[src/tmd_pkg.sv]
// Package with shared types, constants and codes of the track mark detector.
`default_nettype none
package tmd_pkg;

   localparam int SENSOR_COUNT = 8;
   localparam int SAMPLE_SLOTS = 8;
   localparam int SAMPLE_W = 8;
   localparam int POSITION_W = 10;
   localparam int WINDOW_W = 10;
   localparam int MARK_W = 3;
   localparam int CSR_ADDR_W = 3;
   localparam int CSR_DATA_W = 32;
   localparam int POS_W = 16;

   localparam logic [SAMPLE_W-1:0] HIT_THRESHOLD_RESET = 8'd204;
   localparam logic [WINDOW_W-1:0] SIDE_WINDOW_RESET = 10'd64;
   localparam logic signed [POS_W-1:0] SPAN = POS_W'(SENSOR_COUNT - 1);

   typedef enum logic [MARK_W-1:0] {
      KIND_NONE  = 3'd0,
      KIND_LEFT  = 3'd1,
      KIND_RIGHT = 3'd2,
      KIND_BOTH  = 3'd3,
      KIND_CROSS = 3'd4
   } mark_kind_type;

   typedef enum logic {
      REG_HIT_THRESHOLD = 1'b0,
      REG_SIDE_WINDOW   = 1'b1
   } reg_index_type;

   typedef logic [SAMPLE_SLOTS-1:0][SAMPLE_W-1:0] sample_array_type;

   typedef struct packed {
      logic [SAMPLE_W-1:0] hit_threshold;
      logic [WINDOW_W-1:0] side_window;
   } cfg_type;

   typedef struct packed {
      logic [SENSOR_COUNT-1:0] hits;
      logic                    side_left;
      logic                    side_right;
   } eval_type;

   function automatic logic signed [POS_W-1:0] sensor_position(input int idx);
      sensor_position = POS_W'(idx * 512 - 256 * (SENSOR_COUNT - 1));
   endfunction

endpackage
`default_nettype wire

[src/tmd_req_if.sv]
// Input channel interface carrying the sensor samples and the line position.
`default_nettype none
interface tmd_req_if;
   logic              valid;
   logic              ready;
   logic [7:0]        sample_0;
   logic [7:0]        sample_1;
   logic [7:0]        sample_2;
   logic [7:0]        sample_3;
   logic [7:0]        sample_4;
   logic [7:0]        sample_5;
   logic [7:0]        sample_6;
   logic [7:0]        sample_7;
   logic signed [9:0] line_position;

   modport source (
      output valid, sample_0, sample_1, sample_2, sample_3, sample_4, sample_5, sample_6,
         sample_7, line_position,
      input  ready
   );
   modport sink (
      input  valid, sample_0, sample_1, sample_2, sample_3, sample_4, sample_5, sample_6,
         sample_7, line_position,
      output ready
   );
endinterface
`default_nettype wire

[src/tmd_rsp_if.sv]
// Result channel interface carrying the reported mark kind.
`default_nettype none
interface tmd_rsp_if;
   logic       valid;
   logic       ready;
   logic [2:0] mark_kind;

   modport source (output valid, mark_kind, input ready);
   modport sink (input valid, mark_kind, output ready);
endinterface
`default_nettype wire

[src/tmd_csr.sv]
// APB-style configuration registers for threshold and side window.
`default_nettype none
module tmd_csr (
   input  wire logic                           clock,
   input  wire logic                           reset,
   input  wire logic                           psel,
   input  wire logic                           penable,
   input  wire logic                           pwrite,
   input  wire logic [tmd_pkg::CSR_ADDR_W-1:0] paddr,
   input  wire logic [tmd_pkg::CSR_DATA_W-1:0] pwdata,
   output      logic [tmd_pkg::CSR_DATA_W-1:0] prdata,
   output      logic                           pready,
   output      tmd_pkg::cfg_type               cfg
);
   import tmd_pkg::*;

   logic [SAMPLE_W-1:0] hit_threshold_ff;
   logic [SAMPLE_W-1:0] hit_threshold_in;
   logic [WINDOW_W-1:0] side_window_ff;
   logic [WINDOW_W-1:0] side_window_in;
   logic                wr_en;
   reg_index_type       reg_index;

   assign pready = 1'b1;
   assign wr_en = psel & penable & pwrite;
   assign reg_index = reg_index_type'(paddr[2]);

   always_comb begin
      hit_threshold_in = hit_threshold_ff;
      side_window_in = side_window_ff;
      if (wr_en) begin
         case (reg_index)
            REG_HIT_THRESHOLD: begin
               hit_threshold_in = pwdata[SAMPLE_W-1:0];
            end
            REG_SIDE_WINDOW: begin
               side_window_in = pwdata[WINDOW_W-1:0];
            end
            default: begin
               hit_threshold_in = hit_threshold_ff;
            end
         endcase
      end
   end

   always_comb begin
      case (reg_index)
         REG_HIT_THRESHOLD: prdata = CSR_DATA_W'(hit_threshold_ff);
         REG_SIDE_WINDOW:   prdata = CSR_DATA_W'(side_window_ff);
         default:           prdata = '0;
      endcase
   end

   always_ff @(posedge clock) begin
      if (reset) begin
         hit_threshold_ff <= HIT_THRESHOLD_RESET;
         side_window_ff <= SIDE_WINDOW_RESET;
      end else begin
         hit_threshold_ff <= hit_threshold_in;
         side_window_ff <= side_window_in;
      end
   end

   assign cfg.hit_threshold = hit_threshold_ff;
   assign cfg.side_window = side_window_ff;
endmodule
`default_nettype wire

[src/tmd_hit_eval.sv]
// Per-sensor hit detection and left/right side classification for one item.
`default_nettype none
module tmd_hit_eval (
   input  wire tmd_pkg::sample_array_type           samples,
   input  wire logic signed [tmd_pkg::POSITION_W-1:0] line_position,
   input  wire tmd_pkg::cfg_type                    cfg,
   output      tmd_pkg::eval_type                   eval
);
   import tmd_pkg::*;

   logic signed [POS_W-1:0] pos_ext;
   logic signed [POS_W-1:0] win_ext;
   logic signed [POS_W-1:0] left_bound;
   logic signed [POS_W-1:0] right_bound;
   logic [SENSOR_COUNT-1:0] hit_vec;
   logic [SENSOR_COUNT-1:0] left_vec;
   logic [SENSOR_COUNT-1:0] right_vec;

   assign pos_ext = POS_W'(line_position);
   assign win_ext = signed'(POS_W'(cfg.side_window));
   assign left_bound = POS_W'((pos_ext - win_ext) * SPAN);
   assign right_bound = POS_W'((pos_ext + win_ext) * SPAN);

   always_comb begin
      for (int i = 0; i < SENSOR_COUNT; i++) begin
         hit_vec[i] = samples[i] > cfg.hit_threshold;
         left_vec[i] = hit_vec[i] && (sensor_position(i) < left_bound);
         right_vec[i] = hit_vec[i] && !(sensor_position(i) < left_bound)
            && (sensor_position(i) > right_bound);
      end
   end

   assign eval.hits = hit_vec;
   assign eval.side_left = |left_vec;
   assign eval.side_right = |right_vec;
endmodule
`default_nettype wire

[src/tmd_core.sv]
// Input register, mark state machine and result register of the detector.
`default_nettype none
module tmd_core (
   input  wire logic                                  clock,
   input  wire logic                                  reset,
   input  wire logic                                  req_valid,
   output      logic                                  req_ready,
   input  wire tmd_pkg::sample_array_type             req_samples,
   input  wire logic signed [tmd_pkg::POSITION_W-1:0] req_line_position,
   input  wire tmd_pkg::cfg_type                      cfg,
   output      logic                                  rsp_valid,
   input  wire logic                                  rsp_ready,
   output      logic [tmd_pkg::MARK_W-1:0]            rsp_mark_kind
);
   import tmd_pkg::*;

   logic                           stage_valid_ff;
   logic                           stage_valid_in;
   sample_array_type               samples_ff;
   logic signed [POSITION_W-1:0]   line_position_ff;
   logic                           out_valid_ff;
   logic                           out_valid_in;
   mark_kind_type                  mark_kind_ff;
   mark_kind_type                  mark_kind_in;
   logic                           accumulating_ff;
   logic                           accumulating_in;
   logic [SENSOR_COUNT-1:0]        hit_mask_ff;
   logic [SENSOR_COUNT-1:0]        hit_mask_in;
   logic                           left_seen_ff;
   logic                           left_seen_in;
   logic                           right_seen_ff;
   logic                           right_seen_in;
   eval_type                       eval;
   logic                           advance;
   logic                           side_hit;
   logic [SENSOR_COUNT-1:0]        mask_upd;
   logic                           left_upd;
   logic                           right_upd;

   tmd_hit_eval u_hit_eval (
      .samples       (samples_ff),
      .line_position (line_position_ff),
      .cfg           (cfg),
      .eval          (eval)
   );

   assign advance = stage_valid_ff && (!out_valid_ff || rsp_ready);
   assign req_ready = !stage_valid_ff || advance;
   assign stage_valid_in = req_valid || (stage_valid_ff && !advance);
   assign out_valid_in = advance || (out_valid_ff && !rsp_ready);

   assign side_hit = eval.side_left || eval.side_right;
   assign mask_upd = hit_mask_ff | eval.hits;
   assign left_upd = left_seen_ff || eval.side_left;
   assign right_upd = right_seen_ff || eval.side_right;

   always_comb begin
      accumulating_in = accumulating_ff;
      hit_mask_in = hit_mask_ff;
      left_seen_in = left_seen_ff;
      right_seen_in = right_seen_ff;
      mark_kind_in = mark_kind_ff;
      if (advance) begin
         mark_kind_in = KIND_NONE;
         hit_mask_in = mask_upd;
         left_seen_in = left_upd;
         right_seen_in = right_upd;
         if (!accumulating_ff) begin
            if (side_hit) begin
               accumulating_in = 1'b1;
            end else begin
               hit_mask_in = '0;
               left_seen_in = 1'b0;
               right_seen_in = 1'b0;
            end
         end else if (!side_hit) begin
            accumulating_in = 1'b0;
            if (&mask_upd) begin
               mark_kind_in = KIND_CROSS;
            end else if (left_upd && right_upd) begin
               mark_kind_in = KIND_BOTH;
            end else if (left_upd) begin
               mark_kind_in = KIND_LEFT;
            end else if (right_upd) begin
               mark_kind_in = KIND_RIGHT;
            end
         end
      end
   end

   always_ff @(posedge clock) begin
      if (reset) begin
         stage_valid_ff <= 1'b0;
         out_valid_ff <= 1'b0;
         accumulating_ff <= 1'b0;
         hit_mask_ff <= '0;
         left_seen_ff <= 1'b0;
         right_seen_ff <= 1'b0;
      end else begin
         stage_valid_ff <= stage_valid_in;
         out_valid_ff <= out_valid_in;
         accumulating_ff <= accumulating_in;
         hit_mask_ff <= hit_mask_in;
         left_seen_ff <= left_seen_in;
         right_seen_ff <= right_seen_in;
      end
   end

   always_ff @(posedge clock) begin
      if (req_valid && req_ready) begin
         samples_ff <= req_samples;
         line_position_ff <= req_line_position;
      end
      mark_kind_ff <= mark_kind_in;
   end

   assign rsp_valid = out_valid_ff;
   assign rsp_mark_kind = mark_kind_ff;

   assert property (@(posedge clock) disable iff (reset)
      advance && accumulating_ff && !side_hit |=> !accumulating_ff)
      else $error("Accumulate mode was not left on an item without a side hit.");

   assert property (@(posedge clock) disable iff (reset)
      advance && !accumulating_ff && !side_hit
      |=> hit_mask_ff == '0 && !left_seen_ff && !right_seen_ff)
      else $error("Idle item without a side hit did not clear mask and flags.");

   assert property (@(posedge clock) disable iff (reset)
      advance && !(accumulating_ff && !side_hit) |=> mark_kind_ff == KIND_NONE)
      else $error("A mark was reported without leaving accumulate mode.");

   assert property (@(posedge clock) disable iff (reset)
      stage_valid_ff && !advance |=> stage_valid_ff)
      else $error("A pending item was dropped from the input register.");

   assert property (@(posedge clock) disable iff (reset)
      advance |=> out_valid_ff)
      else $error("An evaluated item did not produce a result.");
endmodule
`default_nettype wire

[src/track_mark_detector_unit.sv]
// Top level of the track mark detector with channel and register ports.
//
//  Port group  Direction  Contents
//  req_chan    in         sample_0..sample_7, line_position
//  rsp_chan    out        mark_kind
//  APB port    in/out     hit_threshold at 0x0, side_window at 0x4
//
// One item is taken every cycle while the result is not stalled; its result is
// registered first in the input register and then in the result register.
// Reset clears the mode, mask, flags and valid bits and loads the register defaults.
// A stalled result holds the result register, and the input register holds one
// more item, so input transfers continue until both are full.
`default_nettype none
module track_mark_detector_unit (
   input  wire logic                           clock,
   input  wire logic                           reset,
   tmd_req_if.sink                             req_chan,
   tmd_rsp_if.source                           rsp_chan,
   input  wire logic                           psel,
   input  wire logic                           penable,
   input  wire logic                           pwrite,
   input  wire logic [tmd_pkg::CSR_ADDR_W-1:0] paddr,
   input  wire logic [tmd_pkg::CSR_DATA_W-1:0] pwdata,
   output      logic [tmd_pkg::CSR_DATA_W-1:0] prdata,
   output      logic                           pready
);
   import tmd_pkg::*;

   cfg_type          cfg;
   sample_array_type samples;

   assign samples = {req_chan.sample_7, req_chan.sample_6, req_chan.sample_5,
      req_chan.sample_4, req_chan.sample_3, req_chan.sample_2, req_chan.sample_1,
      req_chan.sample_0};

   tmd_csr u_csr (
      .clock   (clock),
      .reset   (reset),
      .psel    (psel),
      .penable (penable),
      .pwrite  (pwrite),
      .paddr   (paddr),
      .pwdata  (pwdata),
      .prdata  (prdata),
      .pready  (pready),
      .cfg     (cfg)
   );

   tmd_core u_core (
      .clock             (clock),
      .reset             (reset),
      .req_valid         (req_chan.valid),
      .req_ready         (req_chan.ready),
      .req_samples       (samples),
      .req_line_position (req_chan.line_position),
      .cfg               (cfg),
      .rsp_valid         (rsp_chan.valid),
      .rsp_ready         (rsp_chan.ready),
      .rsp_mark_kind     (rsp_chan.mark_kind)
   );
endmodule
`default_nettype wire
[src/flat_wrapper.sv]
// flat-port wrapper written by rule: the top's interface ports become plain ports
module track_mark_detector_unit_flat import tmd_pkg::*;
  (clock, reset, psel, penable, pwrite, paddr, pwdata, prdata, pready, req_chan_valid, req_chan_sample_0, req_chan_sample_1, req_chan_sample_2, req_chan_sample_3, req_chan_sample_4, req_chan_sample_5, req_chan_sample_6, req_chan_sample_7, req_chan_line_position, req_chan_ready, rsp_chan_valid, rsp_chan_mark_kind, rsp_chan_ready);
  tmd_req_if req_chan_i ();
  tmd_rsp_if rsp_chan_i ();
  input  wire logic clock;
  input  wire logic reset;
  input  wire logic psel;
  input  wire logic penable;
  input  wire logic pwrite;
  input  wire logic [tmd_pkg::CSR_ADDR_W-1:0] paddr;
  input  wire logic [tmd_pkg::CSR_DATA_W-1:0] pwdata;
  output      logic [tmd_pkg::CSR_DATA_W-1:0] prdata;
  output      logic pready;
  input wire logic [$bits(req_chan_i.valid)-1:0] req_chan_valid;
  input wire logic [$bits(req_chan_i.sample_0)-1:0] req_chan_sample_0;
  input wire logic [$bits(req_chan_i.sample_1)-1:0] req_chan_sample_1;
  input wire logic [$bits(req_chan_i.sample_2)-1:0] req_chan_sample_2;
  input wire logic [$bits(req_chan_i.sample_3)-1:0] req_chan_sample_3;
  input wire logic [$bits(req_chan_i.sample_4)-1:0] req_chan_sample_4;
  input wire logic [$bits(req_chan_i.sample_5)-1:0] req_chan_sample_5;
  input wire logic [$bits(req_chan_i.sample_6)-1:0] req_chan_sample_6;
  input wire logic [$bits(req_chan_i.sample_7)-1:0] req_chan_sample_7;
  input wire logic [$bits(req_chan_i.line_position)-1:0] req_chan_line_position;
  output wire logic [$bits(req_chan_i.ready)-1:0] req_chan_ready;
  output wire logic [$bits(rsp_chan_i.valid)-1:0] rsp_chan_valid;
  output wire logic [$bits(rsp_chan_i.mark_kind)-1:0] rsp_chan_mark_kind;
  input wire logic [$bits(rsp_chan_i.ready)-1:0] rsp_chan_ready;
  assign req_chan_i.valid = req_chan_valid;
  assign req_chan_i.sample_0 = req_chan_sample_0;
  assign req_chan_i.sample_1 = req_chan_sample_1;
  assign req_chan_i.sample_2 = req_chan_sample_2;
  assign req_chan_i.sample_3 = req_chan_sample_3;
  assign req_chan_i.sample_4 = req_chan_sample_4;
  assign req_chan_i.sample_5 = req_chan_sample_5;
  assign req_chan_i.sample_6 = req_chan_sample_6;
  assign req_chan_i.sample_7 = req_chan_sample_7;
  assign req_chan_i.line_position = req_chan_line_position;
  assign req_chan_ready = req_chan_i.ready;
  assign rsp_chan_valid = rsp_chan_i.valid;
  assign rsp_chan_mark_kind = rsp_chan_i.mark_kind;
  assign rsp_chan_i.ready = rsp_chan_ready;
  track_mark_detector_unit u_core (.clock(clock), .reset(reset), .req_chan(req_chan_i), .rsp_chan(rsp_chan_i), .psel(psel), .penable(penable), .pwrite(pwrite), .paddr(paddr), .pwdata(pwdata), .prdata(prdata), .pready(pready));
endmodule
[config.mk]
export PLATFORM = sky130hd
export DESIGN_NAME = track_mark_detector_unit_flat
export DESIGN_NICKNAME = d
export VERILOG_FILES = /design/src/tmd_pkg.sv /design/src/tmd_req_if.sv /design/src/tmd_rsp_if.sv /design/src/tmd_csr.sv /design/src/tmd_hit_eval.sv /design/src/tmd_core.sv /design/src/track_mark_detector_unit.sv /design/src/flat_wrapper.sv
export SDC_FILE = /design/constraint.sdc
export NUM_CORES = 1
export LEC_CHECK = 0
export ABC_AREA = 1
export ABC_CLOCK_PERIOD_IN_PS = 4700
export BUFFER_PORTS_ARGS = -buffer_cell sky130_fd_sc_hd__clkbuf_2
export CAP_MARGIN = 0
export CORE_ASPECT_RATIO = 0.5
export CORE_MARGIN = 2
export CORE_UTILIZATION = 31
export DETAILED_ROUTE_END_ITERATION = 6
export SLEW_MARGIN = 5
export SYNTH_ARGS = -nofsm -noshare
export SYNTH_HDL_FRONTEND = slang
export SYNTH_SLANG_ARGS = --single-unit
[constraint.sdc]
create_clock -name clock -period 4.7 [get_ports clock]
set_input_delay 0.705 -clock clock [delete_from_list [all_inputs] [get_ports clock]]
set_output_delay 0.705 -clock clock [all_outputs]
set_load 0.01 [all_outputs]
# Word-level counts from Yosys, hierarchy flattened
# Cells that the tools add are included.
[totals] in_bits=116 output_inout_bits=38 ff_bits=108 wordCells=119
[op_classes] order_cmp=24 addsub=2 n_mul=2 reduce_logical=55 n_mux=12 n_bitwise=5
[ops] cell="> comparator 12 x 16 -> 1 bit (first input constant)" count=4
[ops] cell="> comparator 8 bit" count=8
[ops] cell="less-than comparator 12 x 16 -> 1 bit (first input constant)" count=4
[ops] cell="one-hot mux 32 bit (2 select lines)" count=1
[ops] cell="> comparator 11 x 16 -> 1 bit (first input constant)" count=2
[ops] cell="less-than comparator 11 x 16 -> 1 bit (first input constant)" count=2
[ops] cell="multiplier 16 x 4 -> 16 bit (second input constant)" count=2
[ops] cell="logical AND 1 bit" count=29
[ops] cell="> comparator 10 x 16 -> 1 bit (first input constant)" count=1
[ops] cell="> comparator 9 x 16 -> 1 bit (first input constant)" count=1
[ops] cell="less-than comparator 10 x 16 -> 1 bit (first input constant)" count=1
[ops] cell="less-than comparator 9 x 16 -> 1 bit (first input constant)" count=1
[ops] cell="two-way mux 8 bit" count=2
[ops] cell="OR reduction 8 bit" count=2
[ops] cell="adder 10 x 11 -> 12 bit" count=1
[ops] cell="logical NOT 1 bit" count=12
[ops] cell="subtractor 10 x 11 -> 12 bit" count=1
[ops] cell="OR 8 bit" count=1
[ops] cell="AND reduction 8 bit" count=1
[ops] cell="logical OR 1 bit" count=7
[ops] cell="two-way mux 2 bit" count=3
[ops] cell="two-way mux 1 bit" count=5
[ops] cell="AND reduction 2 bit" count=2
[ops] cell="two-way mux 3 bit" count=1
[ops] cell="4 further kinds" count=6

# Depth between registers and ports, before layout
[logic_depth] ltp_word=12 depth_mapped=36 ltp_nobuf=35

# Hierarchy
# A second synthesis with hierarchy kept.
[hier_totals] hier_cells=1229 area_unflattened_um2=9491.6
[modules_own_cells] module="tmd_hit_eval" instances=1 area_per_inst_um2=5461.5 seq_area_each_um2=0.0 cells_per_inst=890
[modules_own_cells] module="tmd_core" instances=1 area_per_inst_um2=2946.6 seq_area_each_um2=2572.5 cells_per_inst=178
[modules_own_cells] module="tmd_csr" instances=1 area_per_inst_um2=1083.5 seq_area_each_um2=360.3 cells_per_inst=161

# Worst setup path after synthesis
# No wires, ideal clock.
[synth_timing] kind="register -> register" from="reg u_core.u_core.line_position_ff[0]" to="reg u_core.u_core.mark_kind_ff[1] (netlist: u_core.u_core.rsp_mark_kind[1]) (data pin)" required_ns=4.447 path_stages_with_launch=32 period_less_slack_ns=4.740 path_buffers=0 t_arrival_ns=4.487 path_slack_ns=-0.040 setup_ns=0.253 path_cell_list="edfxtp_1 -> ha_1 -> fa_1 -> nand2_1 -> nand2_1 -> nand3_1 -> nand2_1 -> a31o_2 -> xor2_1 -> inv_1 -> ha_1 -> inv_1 -> fa_1 -> inv_1 -> ha_1 -> a21o_1 -> a21boi_0 -> nand3_1 -> inv_1 -> o21ai_0 -> nand2_1 -> nand2_2 -> nor2_4 -> nand3_1 -> nand3_1 -> nand3_1 -> nand2_1 -> inv_1 -> nor2_2 -> nand2_1 -> inv_1 -> nor2_1"
[synth_between] elab_chain_cells=11 elab_cells_between_ends=62 classes_between="2 x add/sub; 2 x mul; 16 x order compare; 3 x mux; 39 x reduce/logical"
[synth_rtl] element="start, declared" line="tmd_core.sv:20" source="logic signed [POSITION_W-1:0] line_position_ff;"
[synth_rtl] element="start signal, assigned" line="tmd_core.sv:112" source="line_position_ff <= req_line_position;"
[synth_rtl] element="subtractor 10 x 11 -> 12 bit" line="tmd_hit_eval.sv:21" source="assign left_bound = POS_W'((pos_ext - win_ext) * SPAN);"
[synth_rtl] element="multiplier 16 x 4 -> 16 bit" line="tmd_hit_eval.sv:21"
[synth_rtl] element="less-than comparator 12 x 16 -> 1 bit, or another cell as far along" line="tmd_hit_eval.sv:27, tmd_hit_eval.sv:28"
[synth_rtl] element="logical NOT 1 bit" line="tmd_hit_eval.sv:28" source="right_vec[i] = hit_vec[i] && !(sensor_position(i) < left_bound)"
[synth_rtl] element="logical AND 1 bit" line="tmd_hit_eval.sv:28"
[synth_rtl] element="logical AND 1 bit" line="tmd_hit_eval.sv:29" source="&& (sensor_position(i) > right_bound);"
[synth_rtl] element="OR reduction 8 bit" line="tmd_hit_eval.sv:35" source="assign eval.side_right = |right_vec;"
[synth_rtl] element="logical OR 1 bit" line="tmd_core.sv:55" source="assign right_upd = right_seen_ff || eval.side_right;"
[synth_rtl] element="two-way mux 2 bit" line="tmd_core.sv:84" source="end else if (right_upd) begin"
[synth_rtl] element="two-way mux 2 bit" line="tmd_core.sv:82" source="end else if (left_upd) begin"
[synth_rtl] element="two-way mux 2 bit" line="tmd_core.sv:80" source="end else if (left_upd && right_upd) begin"
[synth_rtl] element="end signal, assigned" line="tmd_core.sv:114" source="mark_kind_ff <= mark_kind_in;"
[synth_rtl] element="end, declared" line="tmd_core.sv:23" source="mark_kind_type mark_kind_ff;"
# Several ways; a longest one is shown, not always the timed one.
# A chain may end at the register's enable or synchronous reset.

# Final worst setup path
[layout_timing] from="reg u_core.u_core.line_position_ff[0]" to="reg u_core.u_core.hit_mask_ff[7]"
[layout_between] elab_chain_cells=10 elab_cells_between_ends=57 classes_between="2 x add/sub; 2 x mul; 16 x order compare; 2 x mux; 35 x reduce/logical"
[layout_rtl] element="subtractor 10 x 11 -> 12 bit" line="tmd_hit_eval.sv:21"
[layout_rtl] element="multiplier 16 x 4 -> 16 bit" line="tmd_hit_eval.sv:21"
[layout_rtl] element="less-than comparator 12 x 16 -> 1 bit, or another cell as far along" line="tmd_hit_eval.sv:27, tmd_hit_eval.sv:28"
[layout_rtl] element="logical NOT 1 bit" line="tmd_hit_eval.sv:28"
[layout_rtl] element="logical AND 1 bit" line="tmd_hit_eval.sv:28"
[layout_rtl] element="logical AND 1 bit" line="tmd_hit_eval.sv:29"
[layout_rtl] element="OR reduction 8 bit" line="tmd_hit_eval.sv:35"
[layout_rtl] element="logical OR 1 bit (*)" line="tmd_core.sv:52" source="assign side_hit = eval.side_left || eval.side_right;"
[layout_rtl] element="two-way mux 8 bit (*)" line="tmd_core.sv:69" source="if (side_hit) begin"
[layout_rtl] element="two-way mux 8 bit (*)" line="tmd_core.sv:68" source="if (!accumulating_ff) begin"
[layout_rtl] element="end signal, assigned" line="tmd_core.sv:103" source="hit_mask_ff <= hit_mask_in;"
[layout_rtl] element="end, declared" line="tmd_core.sv:27" source="logic [SENSOR_COUNT-1:0] hit_mask_ff;"
# Every way passes the cells marked *; elsewhere a longest branch is shown, timed or not.

==> flow_metrics.env <==
export IMPL_routabilityCongestion=0.856
export IMPL_drive_above_1_share_pct=34.2
export IMPL_cp_start_kind="register"
export IMPL_drc=0
export IMPL_drt_initial_drc_count=375
export IMPL_rsz0062_at_grt="yes"
export IMPL_vias=8104
export IMPL_critical_path_most_common_cell="inv_2"
export IMPL_cpPeakStageDelay_ns=0.52
export IMPL_grt_pass1_wl_mm=37.4
export IMPL_final_antenna_net_count=0
export IMPL_synth_area_leaders="edfxtp_1 (25%), ha_1 (18%), inv_1 (9.4%), nand2_1 (9.2%), dfxtp_1 (6.6%)"
export IMPL_worstPathArrival_ns=5.20
export IMPL_tightestPinTransition_ns=0.858
export IMPL_clkPwrFrac_pct=13.3
export IMPL_die_x_um=249
export IMPL_internal_power_mw=3.22
export IMPL_portBuffers=106
export IMPL_die_h_um=127
export IMPL_worst_r2r_cell_count=30
export IMPL_syn_area_um2=9340
export IMPL_grt_start_max_net_pins=41
export IMPL_sw_frac_of_total_pct=44.5
export IMPL_worstPathRequired_ns=4.95
export IMPL_p_sw_mw=2.58
export IMPL_drt_wl_total_mm=23.3
export IMPL_hold_violations=0
export IMPL_fin_cells=1814
export IMPL_fillers=2882
export IMPL_synth_top_area_share_pct=24.8
export IMPL_ys_ff_latch=108
export IMPL_finalPower_mw=5.80
export IMPL_ios=154
export IMPL_clk_latency_ns=0.36
export IMPL_synth_ff_type="edfxtp_1"
export IMPL_cts_tree="yes"
export IMPL_die_area_um2=31600
export IMPL_timing_final_crit_share_pct=105
export IMPL_clock_sinks=108
export IMPL_yosysSeqAreaShare_pct=31.4
export IMPL_cts_root_buf="clkbuf_16"
export IMPL_wl_per_cell_um=12.8
export IMPL_synthArstFlopShare_pct=0
export IMPL_drv_slew=0
export IMPL_crit_start="u_core.u_core.line_position_ff[0]$_DFFE_PP_"
export IMPL_final_util_pct=42.6
export IMPL_regArea_um2=2930
export IMPL_timing_fmax_mhz=202
export IMPL_holdWs_ns=0.471
export IMPL_slowest_stage="fa_1"
export IMPL_hold_buffers=0
export IMPL_synth_edff_count=77
export IMPL_comb_power_share_pct=67.7
export IMPL_dp_hpwl_mm=17.9
export IMPL_maxCapViolations=0
export IMPL_rrSetupSlack_ns=-0.25
export IMPL_numCtsBuffers=9
export IMPL_ys_warn_count=0
export IMPL_synth_top_cell_by_area="edfxtp_1"
export IMPL_status="finished with violations"
export IMPL_synth_area_per_cell_um2=8.00
export IMPL_start_util_pct=31.9
export IMPL_syn2layout_area_growth_pct=33.7
export IMPL_path_clk_slew_ns=0.08
export IMPL_antennaDiodeCount=0
export IMPL_nets=1691
export IMPL_place_ws_ns=-0.437
export IMPL_cts_buffer_depth=2
export IMPL_place_inst=1780
export IMPL_max_slew_margin_rel_pct=42.8
export IMPL_timing_rr_start="u_core.u_core.line_position_ff[0]$_DFFE_PP_"
export IMPL_synth_common_cells="inv_1 (235), nand2_1 (228), ha_1 (135)"
export IMPL_critical_path_class="register to register"
export IMPL_rows=44
export IMPL_grt_ovfl_total=0
export IMPL_fin_ws_ns=-0.247
export IMPL_endpoint_kind="register"
export IMPL_crit_end="u_core.u_core.hit_mask_ff[7]$_SDFFE_PP0P_"
export IMPL_h_tree_depth=3
export IMPL_power_frac_seq_pct=19.0
export IMPL_grt_pass1_vias=7747
export IMPL_peakVddDrop_mv=0.313
export IMPL_hold_class="register to register"
export IMPL_multiInputGateArea_um2=6230
export IMPL_violations="negative setup slack"
export IMPL_skew_ns=0.0119
export IMPL_critPathMaxFanout=6
export IMPL_antenna_found_initial=0
export IMPL_synth_most_common_cell="inv_1"
export IMPL_synth_cells=1168
export IMPL_ys_types=46
export IMPL_track_usage_pct=14.6
export IMPL_r2r_end="u_core.u_core.hit_mask_ff[7]$_SDFFE_PP0P_"
export IMPL_finalSetupViolations=14
export IMPL_dr_pass1_iters=4
export IMPL_core_area_um2=29300
export IMPL_viasPerCell=4.47
export IMPL_power_density_nw_per_um2=464
export IMPL_period_minus_slack_ns=4.95
export IMPL_power_leakage_nw=6.19
worst min-delay path by stage:
stage / start / end / slack [ns] / cells after the start
finish: u_core.u_core.stage_valid_ff$_SDFF_PP0_ / u_core.u_core.rsp_valid$_SDFF_PP0_ / 0.47 / 2
CTS: u_core.u_core.stage_valid_ff$_SDFF_PP0_ / u_core.u_core.rsp_valid$_SDFF_PP0_ / 0.47 / 2
global route: u_core.u_core.stage_valid_ff$_SDFF_PP0_ / u_core.u_core.rsp_valid$_SDFF_PP0_ / 0.50 / 2
global placement: u_core.u_core.stage_valid_ff$_SDFF_PP0_ / u_core.u_core.rsp_valid$_SDFF_PP0_ / 0.46 / 2
floorplan: u_core.u_core.stage_valid_ff$_SDFF_PP0_ / u_core.u_core.rsp_valid$_SDFF_PP0_ / 0.44 / 2
detailed placement: u_core.u_core.stage_valid_ff$_SDFF_PP0_ / u_core.u_core.rsp_valid$_SDFF_PP0_ / 0.46 / 2
area by class of cell:
type	instances	share of cell area, %
Multi-Input combinational cell	809	49.9
Sequential cell	108	23.5
Timing Repair Buffer	252	13.1
Inverter	238	7.17
Tap cell	391	3.92
Clock buffer	9	1.80
Clock inverter	7	0.591
placed cells by master, fill, tap and decap left out, types with 8 or more instances in the layout:
cell and n:
inv_1 211, nand2_1 185, buf_4 143, ha_1 108
clkbuf_2 106, edfxtp_1 77, a21oi_1 64, nor2_1 61
nand2_2 49, nand3_1 46, o21ai_0 38, dfxtp_1 31
inv_2 26, nor2_2 24, ha_4 23, conb_1 23
fa_1 19, nand4_1 18, nand3_2 17, xor2_1 11
o211ai_1 11, nand2_4 10, a21oi_2 10, nor2_4 10
or2_2 10, clkbuf_16 9, xor2_2 8, a211oi_1 8
power by group through the flow:
| stage | Clock, mW | Sequential [mW] | Combinational (mW) |
|---|---|---|---|
| global placement | 0 | 1.12 | 2.97 |
| floorplan | 0 | 1.12 | 2.01 |
| finish | 0.771 | 1.10 | 3.93 |
| global route | 0.829 | 1.10 | 4.44 |
| CTS | 0.790 | 1.10 | 3.30 |
| detailed placement | 0 | 1.12 | 2.98 |
worst max-delay path, delay by kind of cell, from the launching register on:
| kind | cells | cell delay, ns |
|---|---|---|
| buffers and inverters | 7 | 0.40 |
| DFF | 1 | 0.43 |
| adders and majority gates | 5 | 1.65 |
| and+or+nand+nor | 14 | 1.67 |
| xor gates and xnor gates | 1 | 0.19 |
| AOI/OAI and AO/OA | 3 | 0.52 |
routing by layer:
layer / routed length, µm / global-route usage [%] / up-vias / part of all wire, %
met5: 0 / 0 / - / 0
met4: 401 / 4.04 / 0 / 1.7
met3: 656 / 1.42 / 19 / 2.8
met2: 10800 / 24.8 / 122 / 47
met1: 11400 / 20.0 / 3724 / 49
li1: - / - / 4239 / -
repair_timing:
action                                 4_1_cts  5_1_grt
pin swaps                                   17       53
setup endpoints to repair                   14       14
gates cloned                                 2        0
gates resized for setup                     62      135
endpoints found under the hold margin        0        0
setup buffers                                5       11
sequential cells by signal, indices dropped and copies added, names as in the netlist:
register,cells
u_core.u_core.hit_mask_ff,8
u_core.u_csr.hit_threshold_ff,8
u_core.u_core.rsp_valid,1
u_core.u_core.line_position_ff,10
u_core.u_core.rsp_mark_kind,3
u_core.u_core.left_seen_ff,1
u_core.u_core.samples_ff,64
u_core.u_core.stage_valid_ff,1
u_core.u_csr.side_window_ff,10
u_core.u_core.right_seen_ff,1
u_core.u_core.accumulating_ff,1
logic make-up (layout without fill, tap and decap cells):
group	count (synthesis)	count (layout)	synth area share, %
other	2	23	0.0804
adder cells (fa/ha/maj)	157	157	22.8
XOR/XNOR	25	25	2.34
buffers and inverters	274	506	12.3
AO/OA/AOI/OAI	159	159	9.83
flip-flops	108	108	31.4
AND/OR/NAND/NOR	443	445	21.3
through the flow:
step / TNS, ns / area [µm²]
after floorplan: 0 / 9430
after global placement: -4.93 / 11200
after detailed placement: -5.14 / 11200
after CTS: -2.33 / 11800
after global routing: -7.23 / 12500
final: -3.06 / 12500
Note: power is estimated with default switching activity, not from simulation.
